[src/design/assert_macros.svh]
// assertion helpers shared by the rtl files
`ifndef ASSERT_MACROS_SVH
`define ASSERT_MACROS_SVH

`ifndef SYNTHESIS

// checked property, held off while reset is asserted
`define CLNS_ASSERT(label, clk, rst_n, prop) \
    label: assert property (@(posedge clk) disable iff (!rst_n) prop) \
        else $error("%m: assertion failed");

// checked property, also active during reset
`define CLNS_ASSERT_ALWAYS(label, clk, prop) \
    label: assert property (@(posedge clk) prop) \
        else $error("%m: assertion failed");

`else

`define CLNS_ASSERT(label, clk, rst_n, prop)
`define CLNS_ASSERT_ALWAYS(label, clk, prop)

`endif

`endif

[src/design/clns_pkg.sv]
`default_nettype none

package clns_pkg;

    // field widths
    localparam int OP_W    = 2;
    localparam int CHAR_W  = 8;
    localparam int COL_W   = 6;
    localparam int ROW_W   = 2;
    localparam int CFG_W   = 9;
    localparam int NIB_W   = 4;
    localparam int WAIT_W  = 14;

    // op codes on the input stream
    localparam logic [OP_W-1:0] OP_PRINT  = 2'd0;
    localparam logic [OP_W-1:0] OP_CLEAR  = 2'd1;
    localparam logic [OP_W-1:0] OP_CURSOR = 2'd2;
    localparam logic [OP_W-1:0] OP_INIT   = 2'd3;

    // lcd command bytes and addresses
    localparam logic [7:0]       CMD_CLEAR  = 8'h01;
    localparam logic [7:0]       LINE1_BASE = 8'h80;
    localparam logic [7:0]       LINE2_BASE = 8'h80 + 8'h40;
    localparam logic [ROW_W-1:0] ROW_LINE2  = 2'd2;

    // waits in microseconds
    localparam logic [CFG_W-1:0]  STD_WAIT_RESET = 9'd40;
    localparam logic [WAIT_W:0]   CLEAR_FACTOR   = 15'd41;
    localparam logic [WAIT_W-1:0] WAIT_MAX       = 14'd16383;
    localparam logic [WAIT_W-1:0] CLR_WAIT_RESET = 14'(40 * 41);
    localparam logic [WAIT_W-1:0] POWERUP_WAIT   = 14'd5000 + 14'd10000;
    localparam logic [WAIT_W-1:0] INIT_GAP1      = 14'd4100;
    localparam logic [WAIT_W-1:0] INIT_GAP2      = 14'd100;

    // step counter
    localparam int              INIT_STEPS = 17;
    localparam int              STEP_W     = $clog2(INIT_STEPS);
    localparam logic [STEP_W-1:0] INIT_LAST = STEP_W'(INIT_STEPS - 1);
    localparam logic [STEP_W-1:0] BYTE_LAST = STEP_W'(1);

    // command queue depth
    localparam int QDEPTH = 2;
    localparam int QPTR_W = (QDEPTH > 1) ? $clog2(QDEPTH) : 1;
    localparam int QCNT_W = $clog2(QDEPTH + 1);

    // classified command
    typedef enum logic [1:0] {
        K_DATA,
        K_CMD,
        K_CLEAR,
        K_INIT
    } t_kind;

    typedef struct packed {
        t_kind      kind;
        logic [7:0] value;
    } t_cmd;

    // one transfer step on the lcd side
    typedef struct packed {
        logic              rs;
        logic              strobe;
        logic [NIB_W-1:0]  nibble;
        logic [WAIT_W-1:0] wait_us;
        logic              last;
    } t_step;

    // wait selection for one step
    typedef enum logic [2:0] {
        W_STD,
        W_CLR,
        W_PWR,
        W_GAP1,
        W_GAP2
    } t_wsel;

    // back end sequencer states
    typedef enum logic {
        BK_IDLE,
        BK_RUN
    } t_bk_state;

    // build the transfer step for a command at a given step index
    function automatic t_step step_of(input t_cmd cmd, input logic [STEP_W-1:0] step,
                                      input logic [WAIT_W-1:0] std_wait,
                                      input logic [WAIT_W-1:0] clr_wait);
        t_step            s;
        t_wsel            wsel;
        logic             strobe;
        logic [NIB_W-1:0] nib;
        s      = '0;
        wsel   = W_STD;
        strobe = 1'b1;
        nib    = '0;
        if (cmd.kind == K_INIT) begin
            // fixed power-up sequence
            unique case (step)
                5'd0:  begin strobe = 1'b0; nib = 4'h0; wsel = W_PWR;  end
                5'd1:  begin nib = 4'h3; wsel = W_STD; end
                5'd2:  begin strobe = 1'b0; nib = 4'h0; wsel = W_GAP1; end
                5'd3:  begin nib = 4'h3; wsel = W_STD; end
                5'd4:  begin strobe = 1'b0; nib = 4'h0; wsel = W_GAP2; end
                5'd5:  begin nib = 4'h3; wsel = W_STD; end
                5'd6:  begin nib = 4'h2; wsel = W_STD; end
                5'd7:  begin nib = 4'h2; wsel = W_STD; end
                5'd8:  begin nib = 4'hB; wsel = W_STD; end
                5'd9:  begin nib = 4'h0; wsel = W_STD; end
                5'd10: begin nib = 4'h8; wsel = W_STD; end
                5'd11: begin nib = 4'h0; wsel = W_CLR; end
                5'd12: begin nib = 4'h1; wsel = W_CLR; end
                5'd13: begin nib = 4'h0; wsel = W_STD; end
                5'd14: begin nib = 4'h6; wsel = W_STD; end
                5'd15: begin nib = 4'h0; wsel = W_STD; end
                5'd16: begin nib = 4'hC; wsel = W_STD; end
                default: begin nib = 4'h0; wsel = W_STD; end
            endcase
            s.last = (step == INIT_LAST);
            s.rs   = 1'b0;
        end else begin
            // one byte, high nibble first
            nib    = (step == '0) ? cmd.value[7:4] : cmd.value[3:0];
            wsel   = (cmd.kind == K_CLEAR) ? W_CLR : W_STD;
            s.last = (step == BYTE_LAST);
            s.rs   = (cmd.kind == K_DATA);
        end
        s.strobe = strobe;
        s.nibble = nib;
        unique case (wsel)
            W_STD:   s.wait_us = std_wait;
            W_CLR:   s.wait_us = clr_wait;
            W_PWR:   s.wait_us = POWERUP_WAIT;
            W_GAP1:  s.wait_us = INIT_GAP1;
            W_GAP2:  s.wait_us = INIT_GAP2;
            default: s.wait_us = std_wait;
        endcase
        return s;
    endfunction

endpackage

`default_nettype wire

[src/design/char_lcd_nibble_sequencer.sv]
// commands go via holding stage, queue and command register; then one step per cycle unless stalled
// a character, clear or cursor command gives 2 steps, an initialise command gives 17
// queued commands follow without a gap, the next one taken while the last step is issued
// a two-entry command queue and a holding stage let the input run ahead of the sequencer
// synchronous active-low reset empties the pipeline and sets the standard wait to 40 us
`default_nettype none

module char_lcd_nibble_sequencer (
    input  wire logic        i_clk,
    input  wire logic        i_rst_n,
    // configuration write
    input  wire logic        i_cfg_we,
    input  wire logic [8:0]  i_cfg_wdata,   // standard_wait_us
    // command input
    input  wire logic        s_axis_tvalid,
    output logic             s_axis_tready,
    input  wire logic [15:0] s_axis_tdata,  // char_code[7:0], column[13:8], row[15:14]
    input  wire logic [1:0]  s_axis_tuser,  // op[1:0]
    // transfer step output
    output logic             m_axis_tvalid,
    input  wire logic        m_axis_tready,
    output logic [23:0]      m_axis_tdata,  // nibble[3:0], wait_us[17:4], zero[23:18]
    output logic [1:0]       m_axis_tuser,  // register_select[0], strobe_res[1]
    output logic             m_axis_tlast   // last
);
    import clns_pkg::*;

    logic [CFG_W-1:0]  r_std_wait;
    logic [WAIT_W-1:0] r_clr_wait;
    logic [WAIT_W:0]   clr_prod;
    logic [WAIT_W-1:0] clr_sat;
    logic              f_valid;
    logic              f_ready;
    t_cmd              f_cmd;
    logic              q_valid;
    logic              q_ready;
    t_cmd              q_cmd;
    t_step             b_step;

    // long clear wait, saturated, worked out at configuration time
    assign clr_prod = (WAIT_W+1)'(i_cfg_wdata) * CLEAR_FACTOR;
    assign clr_sat  = (clr_prod > {1'b0, WAIT_MAX}) ? WAIT_MAX : clr_prod[WAIT_W-1:0];

    always_ff @(posedge i_clk) begin
        if (!i_rst_n) begin
            r_std_wait <= STD_WAIT_RESET;
            r_clr_wait <= CLR_WAIT_RESET;
        end else if (i_cfg_we) begin
            r_std_wait <= i_cfg_wdata;
            r_clr_wait <= clr_sat;
        end
    end

    // command intake and classification
    clns_front u_front (
        .i_clk       (i_clk),
        .i_rst_n     (i_rst_n),
        .i_valid     (s_axis_tvalid),
        .o_ready     (s_axis_tready),
        .i_op        (s_axis_tuser),
        .i_char_code (s_axis_tdata[7:0]),
        .i_column    (s_axis_tdata[13:8]),
        .i_row       (s_axis_tdata[15:14]),
        .o_valid     (f_valid),
        .i_ready     (f_ready),
        .o_cmd       (f_cmd)
    );

    // decoupling queue
    clns_queue u_queue (
        .i_clk   (i_clk),
        .i_rst_n (i_rst_n),
        .i_valid (f_valid),
        .o_ready (f_ready),
        .i_cmd   (f_cmd),
        .o_valid (q_valid),
        .i_ready (q_ready),
        .o_cmd   (q_cmd)
    );

    // step sequencer
    clns_back u_back (
        .i_clk      (i_clk),
        .i_rst_n    (i_rst_n),
        .i_std_wait ({{(WAIT_W-CFG_W){1'b0}}, r_std_wait}),
        .i_clr_wait (r_clr_wait),
        .i_valid    (q_valid),
        .o_ready    (q_ready),
        .i_cmd      (q_cmd),
        .o_valid    (m_axis_tvalid),
        .i_ready    (m_axis_tready),
        .o_step     (b_step)
    );

    // output packing
    assign m_axis_tdata = {6'b0, b_step.wait_us, b_step.nibble};
    assign m_axis_tuser = {b_step.strobe, b_step.rs};
    assign m_axis_tlast = b_step.last;

endmodule

`default_nettype wire

[src/design/clns_front.sv]
`default_nettype none

module clns_front (
    input  wire logic                          i_clk,
    input  wire logic                          i_rst_n,
    input  wire logic                          i_valid,
    output logic                               o_ready,
    input  wire logic [clns_pkg::OP_W-1:0]     i_op,
    input  wire logic [clns_pkg::CHAR_W-1:0]   i_char_code,
    input  wire logic [clns_pkg::COL_W-1:0]    i_column,
    input  wire logic [clns_pkg::ROW_W-1:0]    i_row,
    output logic                               o_valid,
    input  wire logic                          i_ready,
    output clns_pkg::t_cmd                     o_cmd
);
    import clns_pkg::*;

    logic  r_valid;
    logic  n_valid;
    t_cmd  r_cmd;
    t_cmd  cls_cmd;
    logic  accept;
    logic  push;

    // classify the incoming command
    always_comb begin
        cls_cmd = '0;
        unique case (i_op)
            OP_PRINT: begin
                cls_cmd.kind  = K_DATA;
                cls_cmd.value = i_char_code;
            end
            OP_CLEAR: begin
                cls_cmd.kind  = K_CLEAR;
                cls_cmd.value = CMD_CLEAR;
            end
            OP_CURSOR: begin
                cls_cmd.kind  = K_CMD;
                cls_cmd.value = ((i_row == ROW_LINE2) ? LINE2_BASE : LINE1_BASE)
                              + {2'b00, i_column};
            end
            OP_INIT: begin
                cls_cmd.kind  = K_INIT;
                cls_cmd.value = 8'h00;
            end
            default: begin
                cls_cmd.kind  = K_INIT;
                cls_cmd.value = 8'h00;
            end
        endcase
    end

    // one holding stage ahead of the queue
    assign push    = r_valid && i_ready;
    assign o_ready = !r_valid || i_ready;
    assign accept  = i_valid && o_ready;

    always_comb begin
        if (accept) begin
            n_valid = 1'b1;
        end else if (push) begin
            n_valid = 1'b0;
        end else begin
            n_valid = r_valid;
        end
    end

    always_ff @(posedge i_clk) begin
        if (!i_rst_n) begin
            r_valid <= 1'b0;
        end else begin
            r_valid <= n_valid;
        end
    end

    always_ff @(posedge i_clk) begin
        if (accept) begin
            r_cmd <= cls_cmd;
        end
    end

    assign o_valid = r_valid;
    assign o_cmd   = r_cmd;

endmodule

`default_nettype wire

[src/design/clns_queue.sv]
`default_nettype none
`include "assert_macros.svh"

module clns_queue (
    input  wire logic           i_clk,
    input  wire logic           i_rst_n,
    input  wire logic           i_valid,
    output logic                o_ready,
    input  wire clns_pkg::t_cmd i_cmd,
    output logic                o_valid,
    input  wire logic           i_ready,
    output clns_pkg::t_cmd      o_cmd
);
    import clns_pkg::*;

    t_cmd              r_mem [QDEPTH];
    logic [QPTR_W-1:0] r_wr_ptr;
    logic [QPTR_W-1:0] r_rd_ptr;
    logic [QCNT_W-1:0] r_count;
    logic [QPTR_W-1:0] n_wr_ptr;
    logic [QPTR_W-1:0] n_rd_ptr;
    logic [QCNT_W-1:0] n_count;
    logic              push;
    logic              pop;

    assign o_ready = (r_count != QCNT_W'(QDEPTH));
    assign o_valid = (r_count != '0);
    assign o_cmd   = r_mem[r_rd_ptr];
    assign push    = i_valid && o_ready;
    assign pop     = o_valid && i_ready;

    // pointer and fill count update
    always_comb begin
        n_wr_ptr = r_wr_ptr;
        n_rd_ptr = r_rd_ptr;
        n_count  = r_count;
        if (push) begin
            n_wr_ptr = (r_wr_ptr == QPTR_W'(QDEPTH - 1)) ? '0 : r_wr_ptr + 1'b1;
        end
        if (pop) begin
            n_rd_ptr = (r_rd_ptr == QPTR_W'(QDEPTH - 1)) ? '0 : r_rd_ptr + 1'b1;
        end
        if (push && !pop) begin
            n_count = r_count + 1'b1;
        end else if (pop && !push) begin
            n_count = r_count - 1'b1;
        end
    end

    always_ff @(posedge i_clk) begin
        if (!i_rst_n) begin
            r_wr_ptr <= '0;
            r_rd_ptr <= '0;
            r_count  <= '0;
        end else begin
            r_wr_ptr <= n_wr_ptr;
            r_rd_ptr <= n_rd_ptr;
            r_count  <= n_count;
        end
    end

    // entry storage
    always_ff @(posedge i_clk) begin
        if (push) begin
            r_mem[r_wr_ptr] <= i_cmd;
        end
    end

    // fill count stays in range and agrees with the pointers
    `CLNS_ASSERT(a_q_count_range, i_clk, i_rst_n, r_count <= QCNT_W'(QDEPTH))
    `CLNS_ASSERT(a_q_ptr_gap, i_clk, i_rst_n, !(o_valid && o_ready) |-> (r_wr_ptr == r_rd_ptr))

endmodule

`default_nettype wire

[src/design/clns_back.sv]
`default_nettype none
`include "assert_macros.svh"

module clns_back (
    input  wire logic                           i_clk,
    input  wire logic                           i_rst_n,
    input  wire logic [clns_pkg::WAIT_W-1:0]    i_std_wait,
    input  wire logic [clns_pkg::WAIT_W-1:0]    i_clr_wait,
    input  wire logic                           i_valid,
    output logic                                o_ready,
    input  wire clns_pkg::t_cmd                 i_cmd,
    output logic                                o_valid,
    input  wire logic                           i_ready,
    output clns_pkg::t_step                     o_step
);
    import clns_pkg::*;

    t_bk_state         r_state;
    t_bk_state         n_state;
    t_cmd              r_cmd;
    logic [STEP_W-1:0] r_step;
    logic              r_out_valid;
    logic              n_out_valid;
    t_step             r_out;
    t_step             cur;
    logic              load;
    logic              emit;
    logic              pop;

    // current step from the active command
    assign cur  = step_of(r_cmd, r_step, i_std_wait, i_clr_wait);
    assign load = !r_out_valid || i_ready;

    // next state
    always_comb begin
        n_state = r_state;
        unique case (r_state)
            BK_IDLE: begin
                if (i_valid) begin
                    n_state = BK_RUN;
                end
            end
            BK_RUN: begin
                if (load && cur.last && !i_valid) begin
                    n_state = BK_IDLE;
                end
            end
            default: n_state = BK_IDLE;
        endcase
    end

    // sequencer outputs
    always_comb begin
        emit = 1'b0;
        pop  = 1'b0;
        unique case (r_state)
            BK_IDLE: begin
                pop = i_valid;
            end
            BK_RUN: begin
                emit = load;
                pop  = load && cur.last && i_valid;
            end
            default: begin
                emit = 1'b0;
                pop  = 1'b0;
            end
        endcase
    end

    assign o_ready = pop;

    // output register hold and release
    always_comb begin
        if (emit) begin
            n_out_valid = 1'b1;
        end else if (i_ready) begin
            n_out_valid = 1'b0;
        end else begin
            n_out_valid = r_out_valid;
        end
    end

    always_ff @(posedge i_clk) begin
        if (!i_rst_n) begin
            r_state     <= BK_IDLE;
            r_step      <= '0;
            r_out_valid <= 1'b0;
        end else begin
            r_state     <= n_state;
            r_out_valid <= n_out_valid;
            if (pop) begin
                r_step <= '0;
            end else if (emit) begin
                // back to the first step once the run is done
                r_step <= cur.last ? '0 : r_step + 1'b1;
            end
        end
    end

    // command and output payload
    always_ff @(posedge i_clk) begin
        if (pop) begin
            r_cmd <= i_cmd;
        end
        if (emit) begin
            r_out <= cur;
        end
    end

    assign o_valid = r_out_valid;
    assign o_step  = r_out;

    // step index never runs past the longest sequence
    `CLNS_ASSERT(a_bk_step_range, i_clk, i_rst_n, r_step <= INIT_LAST)
    // byte commands end after two nibbles
    `CLNS_ASSERT(a_bk_byte_short, i_clk, i_rst_n,
        (r_state == BK_RUN && r_cmd.kind != K_INIT) |-> (r_step <= BYTE_LAST))

endmodule

`default_nettype wire

[config.mk]
export PLATFORM = sky130hd
export DESIGN_NAME = char_lcd_nibble_sequencer
export DESIGN_NICKNAME = d
export VERILOG_FILES = /design/src/design/clns_pkg.sv /design/src/design/char_lcd_nibble_sequencer.sv /design/src/design/clns_front.sv /design/src/design/clns_queue.sv /design/src/design/clns_back.sv
export VERILOG_INCLUDE_DIRS = /design/src /design/src/design
export SDC_FILE = /design/constraint.sdc
export NUM_CORES = 1
export LEC_CHECK = 0
export BUFFER_PORTS_ARGS = -buffer_cell sky130_fd_sc_hd__buf_2
export CAP_MARGIN = 5
export CORE_MARGIN = 5
export CORE_UTILIZATION = 50
export DETAILED_ROUTE_END_ITERATION = 12
export GPL_TIMING_DRIVEN = 0
export PLACE_DENSITY = 0.66
export RECOVER_POWER = 25
export SLEW_MARGIN = 20
export SYNTH_ARGS = -nofsm -noshare
export SYNTH_HDL_FRONTEND = slang
export SYNTH_SLANG_ARGS = --single-unit
[constraint.sdc]
create_clock -name i_clk -period 4 [get_ports i_clk]
set_clock_uncertainty 0.05 [all_clocks]
set_input_delay 0.6 -clock i_clk [delete_from_list [all_inputs] [get_ports i_clk]]
set_output_delay 0.6 -clock i_clk [all_outputs]
set_load 0.005 [all_outputs]
==> reports/metrics.csv <==
metric,value,unit
worst-path-max-fanout,10,
drt-initial-drc-count,109,
grt_usage,15.8,%
synth_common_cells,"61 x edfxtp_1, 38 x ha_1, 35 x dfxtp_1",
clockBufferDepth,2,
worstMarginPinSlew,0.867,ns
drc,0,
synth_flop_cell,edfxtp_1,
max_cap_violations,0,
cellPowerDensity,540,mW/mm^2
grt_pass1_vias,2995,
arrival,3.48,ns
htreeDepth,3,
slew-limit-headroom,42.1,%
portBuffers,50,
synth-async-reset-ratio,0,%
cpPeakStageDelay,0.49,ns
drtPass1Iterations,4,
maxSlewViolCount,0,
ys_types,58,
grt_overflow_total,0,
postSynthCellCount,397,
fp-row-count,35,
setup_viol,0,
clkSinkCount,96,
synth.top_cell.area_share,38.1,%
ys.warnings.count,0,
via_per_inst,5.16,
synth.area.top_cells,"edfxtp_1 38%, dfxtp_1 15%, ha_1 9.9%",
grt_start_max_net_pins,26,
initial_utilization,51.6,%
ir_worst_vdd,212,uV
antenna_left,0,
p_total,2.95,mW
io_pins,61,
insertion_delay,0.36,ns
finalSetupTns,0,ns
syn_avg_cell_area,12.1,sq um
finalHoldViolations,0,
synth.most_common_cell,edfxtp_1,
status,"complete, no violations",
min_path_type,primary input to register,
gp_congestion,0.781,
vias,3081,
timing_worst_setup_path_type,primary input to register,
core,0.00933,sq mm
detail_route.wl_per_cell,14.3,um
cpMostUsedCell,ha_1,
antenna_found_initial,0,
die_h,108,um
drive_gt1_share,20.9,%
end_kind,register,
finalCriticalPeriod,3.31,ns
area_growth,13.4,%
fmax,0.302,GHz
cts_tree,done,
cts_root_buffer,clkbuf_8,
cts_buffers,9,
p_leak,2.29,nW
ys_seq_area_share,52.6,%
diodes,0,
ctsHoldBuffers,0,
grt_pass1_wl,14.5,mm
crit_required,4.17,ns
crit_slowest_cell,fa_1,
synth_area,0.00481,sq mm
clkTransAtPathRegs,0.10,ns
die_width,108,um
ys_ff_latch,96,
cts_setup_buffers,0,
fin_nets,537,
fin_crit_sh,82.8,%
synth_edf_count,61,
post_cts_resized,0,
wl,8.51,mm
synth_top_area_cell,edfxtp_1,
crit_path_start_kind,primary input,
rsz0062_at_grt,no,
place_hpwl,6.56,mm
fin_hold_ws,0.353,ns
die_area,0.0117,sq mm
cp_cell_sequence,buf_2 -> ha_1 -> inv_1 -> fa_1 -> inv_1 -> ha_1 -> ha_1 -> a21oi_1 -> nor2b_1 -> a31oi_2 -> o21ai_2 -> mux2i_4 -> a31oi_1,
-- cell usage in the layout, fill, tap and decap left out, types with 5 or more instances in the layout --
master,n
a21oi_1,18
a31oi_1,5
and2_1,6
buf_2,52
buf_4,7
clkbuf_1,14
clkbuf_8,9
conb_1,6
dfxtp_1,35
edfxtp_1,61
ha_1,38
inv_1,19
mux2_2,10
mux2i_1,21
nand2_1,14
nand2b_1,8
nor2_1,32
nor2b_1,9
nor3b_1,5
o21ai_0,10
xor2_1,9
-- final cells by class --
class	instances	area (sq um)
Buffer	24	126
Clock buffer	9	124
Clock inverter	7	92.6
Fill cell	782	3870
Inverter	19	71.3
Multi-Input combinational cell	263	2100
Sequential cell	96	2530
Tap cell	129	161
Timing Repair Buffer	50	250
-- report_power, final --
group	leakage, nW	switching, mW	internal (mW)
Clock	0.112	0.369	0.310
Sequential	0.866	0.0791	1.32
Combinational	1.31	0.497	0.375
-- through the flow --
step	worst slack, ns	instances	utilization (%)	area (sq um)
after floorplan	0.717	402	-	4830
after global placement	0.356	581	56.2	5240
after detailed placement	0.289	581	56.2	5240
after CTS	0.674	597	58.5	5460
after global routing	0.472	597	58.5	5460
final	0.688	597	58.5	5460
-- cells by family (layout without fill, tap and decap cells) --
group	after synthesis	count (layout)	share of synthesized area, %
adder cells (fa/ha/maj)	42	42	11.5
XOR/XNOR	13	13	2.37
AND/OR/NAND/NOR	96	96	11.1
flip-flops	96	96	52.6
AO/OA/AOI/OAI	72	72	10.5
buffers and inverters	43	109	4.13
other	1	6	0.0779
multiplexers	34	34	7.72
-- path summary, 6_finish.rpt --
check	start	end	slack (ns)	cells after the start
max	i_cfg_wdata[1]	r_clr_wait[10]	0.69	13
min	s_axis_tuser[1]	u_front.o_cmd[8]	0.35	1
max reg2reg	u_back.r_cmd[9]	u_queue.r_count[1]	1.06	9
min reg2reg	u_front.o_cmd[2]	u_queue.r_mem[1][2]	0.40	0
-- state kept, by name, indices dropped and copies added (netlist names) --
register,count
u_queue.r_count,2
u_queue.r_mem,20
u_back.r_state,1
u_back.o_valid,1
u_front.o_valid,1
r_std_wait,9
u_queue.r_wr_ptr,1
u_back.r_step,5
r_clr_wait,14
u_front.o_cmd,10
u_queue.r_rd_ptr,1
u_back.o_step,21
u_back.r_cmd,10
-- metal layers --
| metal | GRT usage [%] | part of all wire, % |
|---|---|---|
| met1 | 23.0 | 49 |
| met2 | 23.7 | 43 |
| met3 | 3.10 | 5.4 |
| met4 | 5.14 | 1.7 |
| met5 | 0 | 0 |
-- critical path: cells and delay by family --
family / cells / cell delay, ns
AO/OA/AOI/OAI: 4 / 0.67
adder cells (fa/ha/maj): 4 / 1.35
buffers and inverters: 3 / 0.23
multiplexers: 1 / 0.43
AND/OR/NAND/NOR: 1 / 0.20
(Power assumes the default switching activity.)
